File: config.mk
export PLATFORM = sky130hd
export DESIGN_NAME = gamepad_to_scancode_bridge_flat
export DESIGN_NICKNAME = d
export VERILOG_FILES = /design/src/rtl/core/g2s_pkg.sv /design/src/rtl/core/g2s_ifs.sv /design/src/rtl/core/g2s_front.sv /design/src/rtl/core/g2s_queue.sv /design/src/rtl/core/g2s_back.sv /design/src/rtl/core/gamepad_to_scancode_bridge.sv /design/src/flat_wrapper.sv
export SDC_FILE = /design/constraint.sdc
export NUM_CORES = 1
export LEC_CHECK = 0
export BUFFER_PORTS_ARGS = -buffer_cell sky130_fd_sc_hd__buf_4
export CAP_MARGIN = 0
export CORE_MARGIN = 5
export CORE_UTILIZATION = 35
export CTS_BUF_LIST = sky130_fd_sc_hd__clkbuf_8
export CTS_CLUSTER_DIAMETER = 50
export DETAILED_ROUTE_END_ITERATION = 16
export HOLD_SLACK_MARGIN = 0.1
export REMOVE_ABC_BUFFERS = 1
export SLEW_MARGIN = 20
export SYNTH_ARGS = -nofsm -noshare
export SYNTH_HDL_FRONTEND = slang
export SYNTH_SLANG_ARGS = --single-unit
export TNS_END_PERCENT = 20
File: constraint.sdc
create_clock -name i_clk -period 22.7 [get_ports i_clk]
set_input_delay 3.405 -clock i_clk [delete_from_list [all_inputs] [get_ports i_clk]]
set_output_delay 3.405 -clock i_clk [all_outputs]
set_load 0.03 [all_outputs]
File: src/rtl/core/g2s_pkg.sv
// Shared types, constants and key tables of the gamepad to scancode bridge.
`timescale 1ns / 1ps

package g2s_pkg;

    localparam int NUM_BUTTONS  = 14;
    localparam int TIME_BITS    = 48;
    localparam int CFG_BITS     = 24;
    localparam int CFG_IDX_BITS = 8;
    localparam int CODE_BITS    = 7;
    localparam int BTN_IDX_BITS = $clog2(NUM_BUTTONS);

    localparam logic [CFG_IDX_BITS-1:0] REG_HOLD_TIME = CFG_IDX_BITS'(0);
    localparam logic [CFG_IDX_BITS-1:0] REG_TAP_TIME  = CFG_IDX_BITS'(1);

    localparam logic [CFG_BITS-1:0] HOLD_TIME_RESET = CFG_BITS'(500000);
    localparam logic [CFG_BITS-1:0] TAP_TIME_RESET  = CFG_BITS'(35000);

    localparam int SYS_KEYS = 2;
    localparam logic [BTN_IDX_BITS-1:0] SYS_BIT [SYS_KEYS] = '{
        BTN_IDX_BITS'(6), BTN_IDX_BITS'(7)
    };
    localparam logic [CODE_BITS-1:0] SYS_CODE [SYS_KEYS] = '{7'h01, 7'h0f};

    localparam int KEY_COUNT    = 14;
    localparam int KEY_IDX_BITS = $clog2(KEY_COUNT);
    localparam logic [BTN_IDX_BITS-1:0] KEY_BIT [KEY_COUNT] = '{
        BTN_IDX_BITS'(0),  BTN_IDX_BITS'(2),  BTN_IDX_BITS'(3),  BTN_IDX_BITS'(1),
        BTN_IDX_BITS'(8),  BTN_IDX_BITS'(8),  BTN_IDX_BITS'(9),  BTN_IDX_BITS'(9),
        BTN_IDX_BITS'(10), BTN_IDX_BITS'(11), BTN_IDX_BITS'(4),  BTN_IDX_BITS'(5),
        BTN_IDX_BITS'(12), BTN_IDX_BITS'(13)
    };
    localparam logic [CODE_BITS-1:0] KEY_CODE [KEY_COUNT] = '{
        7'h48, 7'h50, 7'h4b, 7'h4d, 7'h1d, 7'h1c, 7'h36,
        7'h38, 7'h39, 7'h1c, 7'h1c, 7'h39, 7'h33, 7'h34
    };

    localparam int SLOT_COUNT    = 8 + KEY_COUNT;
    localparam int SLOT_IDX_BITS = $clog2(SLOT_COUNT);
    localparam int MAX_EVENTS    = 20;

    localparam logic [SLOT_IDX_BITS-1:0] SLOT_BRK   [SYS_KEYS] = '{
        SLOT_IDX_BITS'(0), SLOT_IDX_BITS'(1)
    };
    localparam logic [SLOT_IDX_BITS-1:0] SLOT_REQ   [SYS_KEYS] = '{
        SLOT_IDX_BITS'(2), SLOT_IDX_BITS'(5)
    };
    localparam logic [SLOT_IDX_BITS-1:0] SLOT_FLUSH [SYS_KEYS] = '{
        SLOT_IDX_BITS'(3), SLOT_IDX_BITS'(6)
    };
    localparam logic [SLOT_IDX_BITS-1:0] SLOT_MAKE  [SYS_KEYS] = '{
        SLOT_IDX_BITS'(4), SLOT_IDX_BITS'(7)
    };
    localparam logic [SLOT_IDX_BITS-1:0] SLOT_TABLE = SLOT_IDX_BITS'(8);

    localparam int QUEUE_DEPTH = 4;
    localparam int QPTR_BITS   = $clog2(QUEUE_DEPTH);

    typedef enum logic [2:0] {
        KIND_MAKE      = 3'd0,
        KIND_BREAK     = 3'd1,
        KIND_FLUSH     = 3'd2,
        KIND_GAME_MENU = 3'd3,
        KIND_OPT_MENU  = 3'd4
    } t_kind;

    typedef struct packed {
        logic pend;
        logic held_long;
        logic down;
    } t_sys_flags;

    typedef struct packed {
        logic [SLOT_COUNT-1:0] mask;
        logic [KEY_COUNT-1:0]  make;
    } t_work;

    typedef struct packed {
        logic empty;
        logic full;
    } t_q_stat;

endpackage

File: src/rtl/core/g2s_ifs.sv
// Valid/ready channel interfaces for samples, events and register writes.
`timescale 1ns / 1ps

interface g2s_sample_if;
    logic                            valid;
    logic                            ready;
    logic [g2s_pkg::NUM_BUTTONS-1:0] buttons;
    logic [g2s_pkg::TIME_BITS-1:0]   now_us;

    modport source (output valid, output buttons, output now_us, input ready);
    modport sink   (input valid, input buttons, input now_us, output ready);
endinterface

interface g2s_event_if;
    logic                          valid;
    logic                          ready;
    logic [2:0]                    event_kind;
    logic [g2s_pkg::CODE_BITS-1:0] scan_code;
    logic                          last;

    modport source (output valid, output event_kind, output scan_code, output last,
                    input ready);
    modport sink   (input valid, input event_kind, input scan_code, input last,
                    output ready);
endinterface

interface g2s_cfg_if;
    logic                             valid;
    logic                             ready;
    logic [g2s_pkg::CFG_IDX_BITS-1:0] index;
    logic [g2s_pkg::CFG_BITS-1:0]     data;

    modport source (output valid, output index, output data, input ready);
    modport sink   (input valid, input index, input data, output ready);
endinterface

File: src/rtl/core/g2s_front.sv
// Front end: takes samples, tracks button state and classifies the events of each item.
`timescale 1ns / 1ps

module g2s_front (
    input  logic                  i_clk,
    input  logic                  i_rst_n,
    g2s_sample_if.sink            i_sample,
    g2s_cfg_if.sink               i_cfg,
    input  g2s_pkg::t_q_stat      i_q_stat,
    output logic                  o_push,
    output g2s_pkg::t_work        o_work
);

    localparam int NB = g2s_pkg::NUM_BUTTONS;
    localparam int TB = g2s_pkg::TIME_BITS;

    logic [g2s_pkg::CFG_BITS-1:0] r_hold, r_tap;
    logic [NB-1:0]                r_prev, n_prev;
    logic [NB-1:0]                r_supp, n_supp;
    g2s_pkg::t_sys_flags          r_flags [g2s_pkg::SYS_KEYS];
    g2s_pkg::t_sys_flags          n_flags [g2s_pkg::SYS_KEYS];
    logic [TB-1:0]                r_start [g2s_pkg::SYS_KEYS];
    logic [TB-1:0]                n_start [g2s_pkg::SYS_KEYS];
    logic [TB-1:0]                r_rel   [g2s_pkg::SYS_KEYS];
    logic [TB-1:0]                n_rel   [g2s_pkg::SYS_KEYS];
    logic                         accept;

    assign i_sample.ready = !i_q_stat.full;
    assign i_cfg.ready    = 1'b1;
    assign accept         = i_sample.valid && i_sample.ready;

    always_comb begin
        logic [NB-1:0]       raw;
        logic [NB-1:0]       supp;
        logic [NB-1:0]       joy;
        logic [NB-1:0]       changed;
        logic [TB-1:0]       now;
        logic [TB-1:0]       start;
        logic [TB-1:0]       held;
        logic [TB:0]         tap_sum;
        logic                pressed;
        g2s_pkg::t_sys_flags f;
        g2s_pkg::t_work      w;

        raw     = i_sample.buttons;
        now     = i_sample.now_us;
        w       = '0;
        tap_sum = '0;
        n_flags = r_flags;
        n_start = r_start;
        n_rel   = r_rel;

        for (int k = 0; k < g2s_pkg::SYS_KEYS; k++) begin
            if (r_flags[k].pend && now >= r_rel[k]) begin
                w.mask[g2s_pkg::SLOT_BRK[k]] = 1'b1;
                n_flags[k].pend = 1'b0;
            end
        end

        supp = r_supp & raw;
        joy  = raw & ~supp;

        for (int k = 0; k < g2s_pkg::SYS_KEYS; k++) begin
            f       = n_flags[k];
            pressed = joy[g2s_pkg::SYS_BIT[k]];
            start   = r_start[k];
            if (pressed && !f.down) begin
                f.down      = 1'b1;
                f.held_long = 1'b0;
                start       = now;
            end
            held = (now >= start) ? now - start : '0;
            if (pressed && !f.held_long && held >= TB'(r_hold)) begin
                f.held_long = 1'b1;
                w.mask[g2s_pkg::SLOT_REQ[k]]   = 1'b1;
                w.mask[g2s_pkg::SLOT_FLUSH[k]] = 1'b1;
                supp    = supp | raw;
                joy     = joy & ~supp;
                pressed = 1'b0;
            end
            if (!pressed && f.down) begin
                if (!f.held_long) begin
                    w.mask[g2s_pkg::SLOT_MAKE[k]] = 1'b1;
                    f.pend   = 1'b1;
                    tap_sum  = {1'b0, now} + (TB + 1)'(r_tap);
                    n_rel[k] = tap_sum[TB] ? '1 : tap_sum[TB-1:0];
                end
                f.down      = 1'b0;
                f.held_long = 1'b0;
            end
            n_flags[k] = f;
            n_start[k] = start;
        end

        changed = joy ^ r_prev;
        for (int i = 0; i < g2s_pkg::KEY_COUNT; i++) begin
            w.mask[g2s_pkg::SLOT_TABLE + i] = changed[g2s_pkg::KEY_BIT[i]];
            w.make[i]                       = joy[g2s_pkg::KEY_BIT[i]];
        end

        n_prev = joy;
        n_supp = supp;
        o_work = w;
        o_push = accept && (w.mask != '0);
    end

    always_ff @(posedge i_clk) begin
        if (!i_rst_n) begin
            r_hold <= g2s_pkg::HOLD_TIME_RESET;
            r_tap  <= g2s_pkg::TAP_TIME_RESET;
        end else if (i_cfg.valid) begin
            if (i_cfg.index == g2s_pkg::REG_HOLD_TIME) begin
                r_hold <= i_cfg.data;
            end else if (i_cfg.index == g2s_pkg::REG_TAP_TIME) begin
                r_tap <= i_cfg.data;
            end
        end
    end

    always_ff @(posedge i_clk) begin
        if (!i_rst_n) begin
            r_prev <= '0;
            r_supp <= '0;
            for (int k = 0; k < g2s_pkg::SYS_KEYS; k++) begin
                r_flags[k] <= '0;
                r_start[k] <= '0;
                r_rel[k]   <= '0;
            end
        end else if (accept) begin
            r_prev  <= n_prev;
            r_supp  <= n_supp;
            r_flags <= n_flags;
            r_start <= n_start;
            r_rel   <= n_rel;
        end
    end

`ifndef ASSERT_OFF
    a_prev_not_suppressed: assert property (@(posedge i_clk) disable iff (!i_rst_n)
        (r_prev & r_supp) == '0)
        else $error("suppressed button reported as held");

    a_event_budget: assert property (@(posedge i_clk) disable iff (!i_rst_n)
        o_push |-> $countones(o_work.mask) <= g2s_pkg::MAX_EVENTS)
        else $error("too many events for one item");
`endif

endmodule

File: src/rtl/core/g2s_queue.sv
// Short work queue between the front and back ends.
`timescale 1ns / 1ps

module g2s_queue (
    input  logic             i_clk,
    input  logic             i_rst_n,
    input  logic             i_push,
    input  g2s_pkg::t_work   i_work,
    input  logic             i_pop,
    output g2s_pkg::t_work   o_head,
    output g2s_pkg::t_q_stat o_stat
);

    localparam int QB = g2s_pkg::QPTR_BITS;

    g2s_pkg::t_work r_mem [g2s_pkg::QUEUE_DEPTH];
    logic [QB-1:0]  r_wr_ptr, r_rd_ptr;
    logic [QB:0]    r_count;

    assign o_head       = r_mem[r_rd_ptr];
    assign o_stat.empty = (r_count == '0);
    assign o_stat.full  = (r_count == (QB + 1)'(g2s_pkg::QUEUE_DEPTH));

    always_ff @(posedge i_clk) begin
        if (i_push) begin
            r_mem[r_wr_ptr] <= i_work;
        end
    end

    always_ff @(posedge i_clk) begin
        if (!i_rst_n) begin
            r_wr_ptr <= '0;
            r_rd_ptr <= '0;
            r_count  <= '0;
        end else begin
            if (i_push) begin
                r_wr_ptr <= r_wr_ptr + 1'b1;
            end
            if (i_pop) begin
                r_rd_ptr <= r_rd_ptr + 1'b1;
            end
            if (i_push && !i_pop) begin
                r_count <= r_count + 1'b1;
            end else if (i_pop && !i_push) begin
                r_count <= r_count - 1'b1;
            end
        end
    end

`ifndef ASSERT_OFF
    a_no_overflow: assert property (@(posedge i_clk) disable iff (!i_rst_n)
        i_push |-> !o_stat.full || i_pop)
        else $error("push into full queue");

    a_count_range: assert property (@(posedge i_clk) disable iff (!i_rst_n)
        r_count <= (QB + 1)'(g2s_pkg::QUEUE_DEPTH))
        else $error("queue count out of range");
`endif

endmodule

File: src/rtl/core/g2s_back.sv
// Back end: serializes the events of each queued item onto the output channel.
`timescale 1ns / 1ps

module g2s_back (
    input  logic             i_clk,
    input  logic             i_rst_n,
    input  g2s_pkg::t_work   i_head,
    input  g2s_pkg::t_q_stat i_q_stat,
    output logic             o_pop,
    g2s_event_if.source      o_event
);

    localparam int SC = g2s_pkg::SLOT_COUNT;
    localparam int SB = g2s_pkg::SLOT_IDX_BITS;

    logic                              r_busy;
    logic [SC-1:0]                     r_mask;
    logic [g2s_pkg::KEY_COUNT-1:0]     r_make;
    logic                              r_out_valid;
    g2s_pkg::t_kind                    r_kind;
    logic [g2s_pkg::CODE_BITS-1:0]     r_code;
    logic                              r_last;

    logic [SB-1:0]                     idx;
    logic [g2s_pkg::KEY_IDX_BITS-1:0]  tidx;
    logic [SC-1:0]                     rest;
    g2s_pkg::t_kind                    kind;
    logic [g2s_pkg::CODE_BITS-1:0]     code;
    logic                              advance, finish, load;

    always_comb begin
        idx = '0;
        for (int j = SC - 1; j >= 0; j--) begin
            if (r_mask[j]) begin
                idx = SB'(j);
            end
        end
    end

    assign rest = r_mask & ~(SC'(1) << idx);
    assign tidx = g2s_pkg::KEY_IDX_BITS'(idx - g2s_pkg::SLOT_TABLE);

    always_comb begin
        kind = g2s_pkg::KIND_FLUSH;
        code = '0;
        case (idx)
            g2s_pkg::SLOT_BRK[0]: begin
                kind = g2s_pkg::KIND_BREAK;
                code = g2s_pkg::SYS_CODE[0];
            end
            g2s_pkg::SLOT_BRK[1]: begin
                kind = g2s_pkg::KIND_BREAK;
                code = g2s_pkg::SYS_CODE[1];
            end
            g2s_pkg::SLOT_REQ[0]: begin
                kind = g2s_pkg::KIND_GAME_MENU;
            end
            g2s_pkg::SLOT_REQ[1]: begin
                kind = g2s_pkg::KIND_OPT_MENU;
            end
            g2s_pkg::SLOT_FLUSH[0], g2s_pkg::SLOT_FLUSH[1]: begin
                kind = g2s_pkg::KIND_FLUSH;
            end
            g2s_pkg::SLOT_MAKE[0]: begin
                kind = g2s_pkg::KIND_MAKE;
                code = g2s_pkg::SYS_CODE[0];
            end
            g2s_pkg::SLOT_MAKE[1]: begin
                kind = g2s_pkg::KIND_MAKE;
                code = g2s_pkg::SYS_CODE[1];
            end
            default: begin
                kind = r_make[tidx] ? g2s_pkg::KIND_MAKE : g2s_pkg::KIND_BREAK;
                code = g2s_pkg::KEY_CODE[tidx];
            end
        endcase
    end

    assign advance = r_busy && (!r_out_valid || o_event.ready);
    assign finish  = advance && (rest == '0);
    assign load    = (!r_busy || finish) && !i_q_stat.empty;
    assign o_pop   = load;

    assign o_event.valid      = r_out_valid;
    assign o_event.event_kind = r_kind;
    assign o_event.scan_code  = r_code;
    assign o_event.last       = r_last;

    always_ff @(posedge i_clk) begin
        if (!i_rst_n) begin
            r_busy      <= 1'b0;
            r_out_valid <= 1'b0;
        end else begin
            if (load) begin
                r_busy <= 1'b1;
            end else if (finish) begin
                r_busy <= 1'b0;
            end
            if (advance) begin
                r_out_valid <= 1'b1;
            end else if (o_event.ready) begin
                r_out_valid <= 1'b0;
            end
        end
    end

    always_ff @(posedge i_clk) begin
        if (load) begin
            r_mask <= i_head.mask;
            r_make <= i_head.make;
        end else if (advance) begin
            r_mask <= rest;
        end
        if (advance) begin
            r_kind <= kind;
            r_code <= code;
            r_last <= (rest == '0);
        end
    end

`ifndef ASSERT_OFF
    a_pop_nonempty: assert property (@(posedge i_clk) disable iff (!i_rst_n)
        o_pop |-> !i_q_stat.empty)
        else $error("pop from empty queue");

    a_busy_has_work: assert property (@(posedge i_clk) disable iff (!i_rst_n)
        r_busy |-> r_mask != '0)
        else $error("busy with no events left");
`endif

endmodule

File: src/rtl/core/gamepad_to_scancode_bridge.sv
// Top level of the gamepad to scancode bridge.
`timescale 1ns / 1ps

// Turns gamepad samples into keyboard make/break scancode events plus menu and
// flush requests. The front end takes one sample per cycle while its
// four-entry work queue has room; a sample that causes no event queues
// nothing. The back end drives one event per cycle on the output channel
// while the output is ready, and a sample yields up to 20 events, so that
// single output port sets the sustained rate. The final event of each
// sample carries last. Register writes take effect at once and belong in
// idle periods; there is no clearing pass after reset.
module gamepad_to_scancode_bridge (
    input  logic         i_clk,
    input  logic         i_rst_n,
    g2s_sample_if.sink   i_sample,
    g2s_cfg_if.sink      i_cfg,
    g2s_event_if.source  o_event
);

    logic             push, pop;
    g2s_pkg::t_work   work, head;
    g2s_pkg::t_q_stat q_stat;

    g2s_front u_front (
        .i_clk    (i_clk),
        .i_rst_n  (i_rst_n),
        .i_sample (i_sample),
        .i_cfg    (i_cfg),
        .i_q_stat (q_stat),
        .o_push   (push),
        .o_work   (work)
    );

    g2s_queue u_queue (
        .i_clk   (i_clk),
        .i_rst_n (i_rst_n),
        .i_push  (push),
        .i_work  (work),
        .i_pop   (pop),
        .o_head  (head),
        .o_stat  (q_stat)
    );

    g2s_back u_back (
        .i_clk    (i_clk),
        .i_rst_n  (i_rst_n),
        .i_head   (head),
        .i_q_stat (q_stat),
        .o_pop    (pop),
        .o_event  (o_event)
    );

endmodule
File: src/flat_wrapper.sv
// flat-port wrapper written by rule: the top's interface ports become plain ports
module gamepad_to_scancode_bridge_flat 
  (i_clk, i_rst_n, i_sample_valid, i_sample_buttons, i_sample_now_us, i_sample_ready, i_cfg_valid, i_cfg_index, i_cfg_data, i_cfg_ready, o_event_valid, o_event_event_kind, o_event_scan_code, o_event_last, o_event_ready);
  g2s_sample_if i_sample_i ();
  g2s_cfg_if i_cfg_i ();
  g2s_event_if o_event_i ();
  input  logic i_clk;
  input  logic i_rst_n;
  input wire logic [$bits(i_sample_i.valid)-1:0] i_sample_valid;
  input wire logic [$bits(i_sample_i.buttons)-1:0] i_sample_buttons;
  input wire logic [$bits(i_sample_i.now_us)-1:0] i_sample_now_us;
  output wire logic [$bits(i_sample_i.ready)-1:0] i_sample_ready;
  input wire logic [$bits(i_cfg_i.valid)-1:0] i_cfg_valid;
  input wire logic [$bits(i_cfg_i.index)-1:0] i_cfg_index;
  input wire logic [$bits(i_cfg_i.data)-1:0] i_cfg_data;
  output wire logic [$bits(i_cfg_i.ready)-1:0] i_cfg_ready;
  output wire logic [$bits(o_event_i.valid)-1:0] o_event_valid;
  output wire logic [$bits(o_event_i.event_kind)-1:0] o_event_event_kind;
  output wire logic [$bits(o_event_i.scan_code)-1:0] o_event_scan_code;
  output wire logic [$bits(o_event_i.last)-1:0] o_event_last;
  input wire logic [$bits(o_event_i.ready)-1:0] o_event_ready;
  assign i_sample_i.valid = i_sample_valid;
  assign i_sample_i.buttons = i_sample_buttons;
  assign i_sample_i.now_us = i_sample_now_us;
  assign i_sample_ready = i_sample_i.ready;
  assign i_cfg_i.valid = i_cfg_valid;
  assign i_cfg_i.index = i_cfg_index;
  assign i_cfg_i.data = i_cfg_data;
  assign i_cfg_ready = i_cfg_i.ready;
  assign o_event_valid = o_event_i.valid;
  assign o_event_event_kind = o_event_i.event_kind;
  assign o_event_scan_code = o_event_i.scan_code;
  assign o_event_last = o_event_i.last;
  assign o_event_i.ready = o_event_ready;
  gamepad_to_scancode_bridge u_core (.i_clk(i_clk), .i_rst_n(i_rst_n), .i_sample(i_sample_i), .i_cfg(i_cfg_i), .o_event(o_event_i));
endmodule
==> metrics.md <==
| Metric | Value |
|---|---|
| Number of CTS-inserted buffers | `87` |
| Final hold violations | `0` |
| Core Util, Final | `0.394` |
| Worst-Skew Late Latency | `about 700 ps` |
| Final nets | `about 3,800` |
| Vias | `about 26,000` |
| Crit-path max cell delay | `830 ps` |
| Global route overflow | `0` |
| Initial antenna violation count | `3` |
| Crit-path max FO | `52` |
| CP delay by family, top | `compound AO/OA/AOI/OAI gates` |
| Synth warnings | `0` |
| Clock Sinks | `between 400 and 500` |
| Period utilization | `0.907` |
| Routed len/inst | `about 19 µm` |
| Area Overhead vs Synth | `12.3%` |
| Layout cells sized above 1 | `0.105` |
| Avg Cell Area, Syn | `just under 9 µm²` |
| Peak supply drop | `0.0000650 V` |
| Final instance area | `roughly 0.034 mm²` |
| Post-CTS Setup Repair Bufs | `0` |
| Placed Instances | `about 4,500` |
| Clock skew | `approximately 54 ps` |
| Max Cap Violations | `0` |
| Final setup viols | `0` |
| Drt drc | `0` |
| WP data arrival | `21,190 ps` |
| Global-route usage over all layers | `0.181` |
| RePlAce Congestion | `roughly 0.93` |
| Initial Util | `0.351` |
| WS Path Type | `in -> reg` |
| # hold bufs at CTS | `0` |
| Fillers | `around 8,700` |
| Drt pass-1 iters | `5` |
| Iteration-0 DRC Markers | `between 1,500 and 2,000` |
| Clk buf depth | `3` |
| Crit end category | `register` |
| Clock slew seen by the registers of the worst setup and hold paths | `~60 ps` |
| Ys async rst share | `0` |
| Sequential-to-total area share from yosys stat | `0.350` |
| Port buffer count | `111` |
| Vias in the first global route | `around 25,000` |
| Register area | `0.0106 mm²` |
| Core area | `around 0.086 mm²` |
| Power per Cell Area | `around 100 mW/mm²` |
| Outcome | `completed` |
| Vias per cell | `roughly 5.4` |
| Crit-path slowest cell | `a2111oi_0` |
| Cell variety after synth | `89` |
| Slew Viols, Final | `0` |
| Mapped Cells | `about 3,400` |
| Die area | `between 0.09 and 0.1 mm²` |
| Actual slew at the worst max-slew pin | `~1100 ps` |
| Synth Cell Area | `about 0.030 mm²` |
| Routed wire length | `roughly 87 mm` |
| Root Buffer | `clkbuf_8` |
| CTS tree | `done` |
| Setup crit start kind | `primary input` |
| H-tree depth | `3` |
| Commonest cells after routing, fill and taps aside | `nand2_1 (436), dfxtp_1 (281), ha_1 (270)` |
| Slew headroom | `0.293` |
| Most common cell after layout, fill and taps aside | `nand2_1` |
| Hold WC Path Type | `reg -> reg` |
| Pin count of the biggest net entering global routing | `roughly 130` |
| Min Tclk post-route | `20,580 ps` |
| #FFs+latches synth | `~450` |
| P_leak | `14.6 nW` |
| Total Neg Setup Slack | `0 ps` |
| Footprint of the multi-input gates | `between 0.015 and 0.02 mm²` |
| Fmax | `around 0.049 GHz` |
| First-pass GRT wire length | `137 mm` |
| Unrepaired setup endpoints after global routing | `no` |
| HPWL Detailed | `roughly 64 mm` |
| Fin Hold WS | `about 470 ps` |
| CP Data Required Time | `23,310 ps` |
| Ports | `about 110` |
| Cell Area, Placed | `about 0.032 mm²` |
| Num rows | `roughly 110` |
| Post-CTS resize count | `0` |
| Top FF cell, synth | `dfxtp_1` |
| CP bufs+invs | `9` |
| Chip width | `slightly above 300 µm` |
| Number of synthesized flops with an enable pin | `165` |
| Non-Filler Instances | `roughly 4,700` |
| Die height | `around 300 µm` |
| Routed Antenna Nets | `0` |
==> worst paths after layout <==
path	startpoint	to	slack, ps	cells after the start
min	u_core.u_front.r_flags[4]$_SDFFE_PN0P_	u_core.u_front.r_flags[4]$_SDFFE_PN0P_	470	2
max reg2reg	u_core.u_front.r_flags[3]$_SDFFE_PN0P_	u_core.u_queue.r_count[2]$_SDFFE_PN0P_	4480	73
max	i_sample_buttons[6]	u_core.u_queue.r_count[2]$_SDFFE_PN0P_	2120	74
min reg2reg	u_core.u_front.r_flags[4]$_SDFFE_PN0P_	u_core.u_front.r_flags[4]$_SDFFE_PN0P_	470	2
==> cell type report <==
class | count | area share
Timing Repair Buffer | 136 | 0.0306
Tap cell | 1155 | 0.0424
Sequential cell | 448 | 0.312
Clock buffer | 91 | 0.0368
Clock inverter | 67 | 0.0173
Inverter | 188 | 0.0207
Antenna cell | 1 | 0.0000735
Multi-Input combinational cell | 2603 | 0.540
==> power by group <==
group / switching (mW) / internal, mW
combinational: 0.931 / 0.603
sequential: 0.0788 / 1.03
clock: 0.379 / 0.474
==> tightest hold or removal path, stage by stage, from the launching register on <==
cell,delay (ps)
dfxtp_1,330
nand2_1,60
a21oi_1,30
==> through the flow <==
| step | power [mW] | worst slack (ps) |
|---|---|---|
| 2_1_floorplan | 2.23 | -4780 |
| 6_report | 3.49 | 2120 |
| 5_1_grt | 3.75 | 565 |
| 3_5_place_dp | 2.65 | 1430 |
| 3_3_place_gp | 2.64 | 1800 |
| 4_1_cts | 3.52 | 2150 |
==> routing by layer <==
layer | share of wire | routed length [µm] | global-route usage | vias up
met5 | 0 | 0 | 0.000517 | -
li1 | - | - | - | 12600
met4 | 0.024 | 2110 | 0.0494 | 0
met3 | 0.046 | 4040 | 0.0255 | 134
met1 | 0.46 | 40500 | 0.246 | 12200
met2 | 0.46 | 40500 | 0.304 | 587
==> state kept, by name, summed over array words and instances (netlist names), named ones only <==
signal and cells:
u_core.u_front.r_tap 24, u_core.u_front.r_supp 14, u_core.u_back.o_event.scan_code 7, u_core.u_queue.r_count 3, u_core.u_front.r_start 96, u_core.u_front.r_hold 24, u_core.u_queue.r_wr_ptr 2, u_core.u_back.r_make 12
u_core.u_front.r_prev 12, u_core.u_queue.r_rd_ptr 2, u_core.u_back.r_mask 22, u_core.u_front.r_rel 96, u_core.u_queue.r_mem 120, u_core.u_back.r_busy 1, u_core.u_back.o_event.last 1, u_core.u_back.o_event.valid 1
u_core.u_front.r_flags 6, u_core.u_back.o_event.event_kind 3
==> synth_stat cells, types with 20 or more instances <==
| library cell | n | area share |
|---|---|---|
| mux2i_1 | 108 | 0.036 |
| xnor2_1 | 71 | 0.021 |
| and3_1 | 26 | 0.0054 |
| nand4_1 | 53 | 0.011 |
| a21boi_0 | 55 | 0.014 |
| edfxtp_1 | 165 | 0.16 |
| o21bai_1 | 25 | 0.0062 |
| o21a_1 | 28 | 0.0069 |
| nor2b_1 | 60 | 0.012 |
| mux4_2 | 30 | 0.022 |
| nand2_1 | 436 | 0.054 |
| o221a_2 | 24 | 0.0089 |
| inv_1 | 188 | 0.023 |
| o211ai_1 | 35 | 0.0087 |
| nand3_1 | 98 | 0.016 |
| clkbuf_1 | 148 | 0.018 |
| nor3_1 | 51 | 0.0084 |
| a21o_1 | 83 | 0.021 |
| a21oi_1 | 193 | 0.032 |
| a31oi_1 | 45 | 0.0093 |
| ha_1 | 270 | 0.11 |
| o211a_1 | 132 | 0.044 |
| nand2b_1 | 35 | 0.0072 |
| nor2_1 | 209 | 0.026 |
| dfxtp_1 | 283 | 0.19 |
| o21ai_0 | 202 | 0.033 |
| xor2_1 | 57 | 0.016 |
| a211oi_1 | 20 | 0.0050 |
| and2_1 | 39 | 0.0080 |
==> kinds of logic (layout without fill, tap and decap cells) <==
group                    after synthesis  in the layout  synth area share
AND/OR/NAND/NOR                     1085           1085             0.167
AO/OA/AOI/OAI                        968            968             0.226
flip-flops                           448            448             0.350
multiplexers                         147            147            0.0613
buffers and inverters                359            482            0.0447
XOR/XNOR                             128            128            0.0370
other                                  1              2          0.000124
adder cells (fa/ha/maj)              274            274             0.114
(Power assumes the default switching activity.)
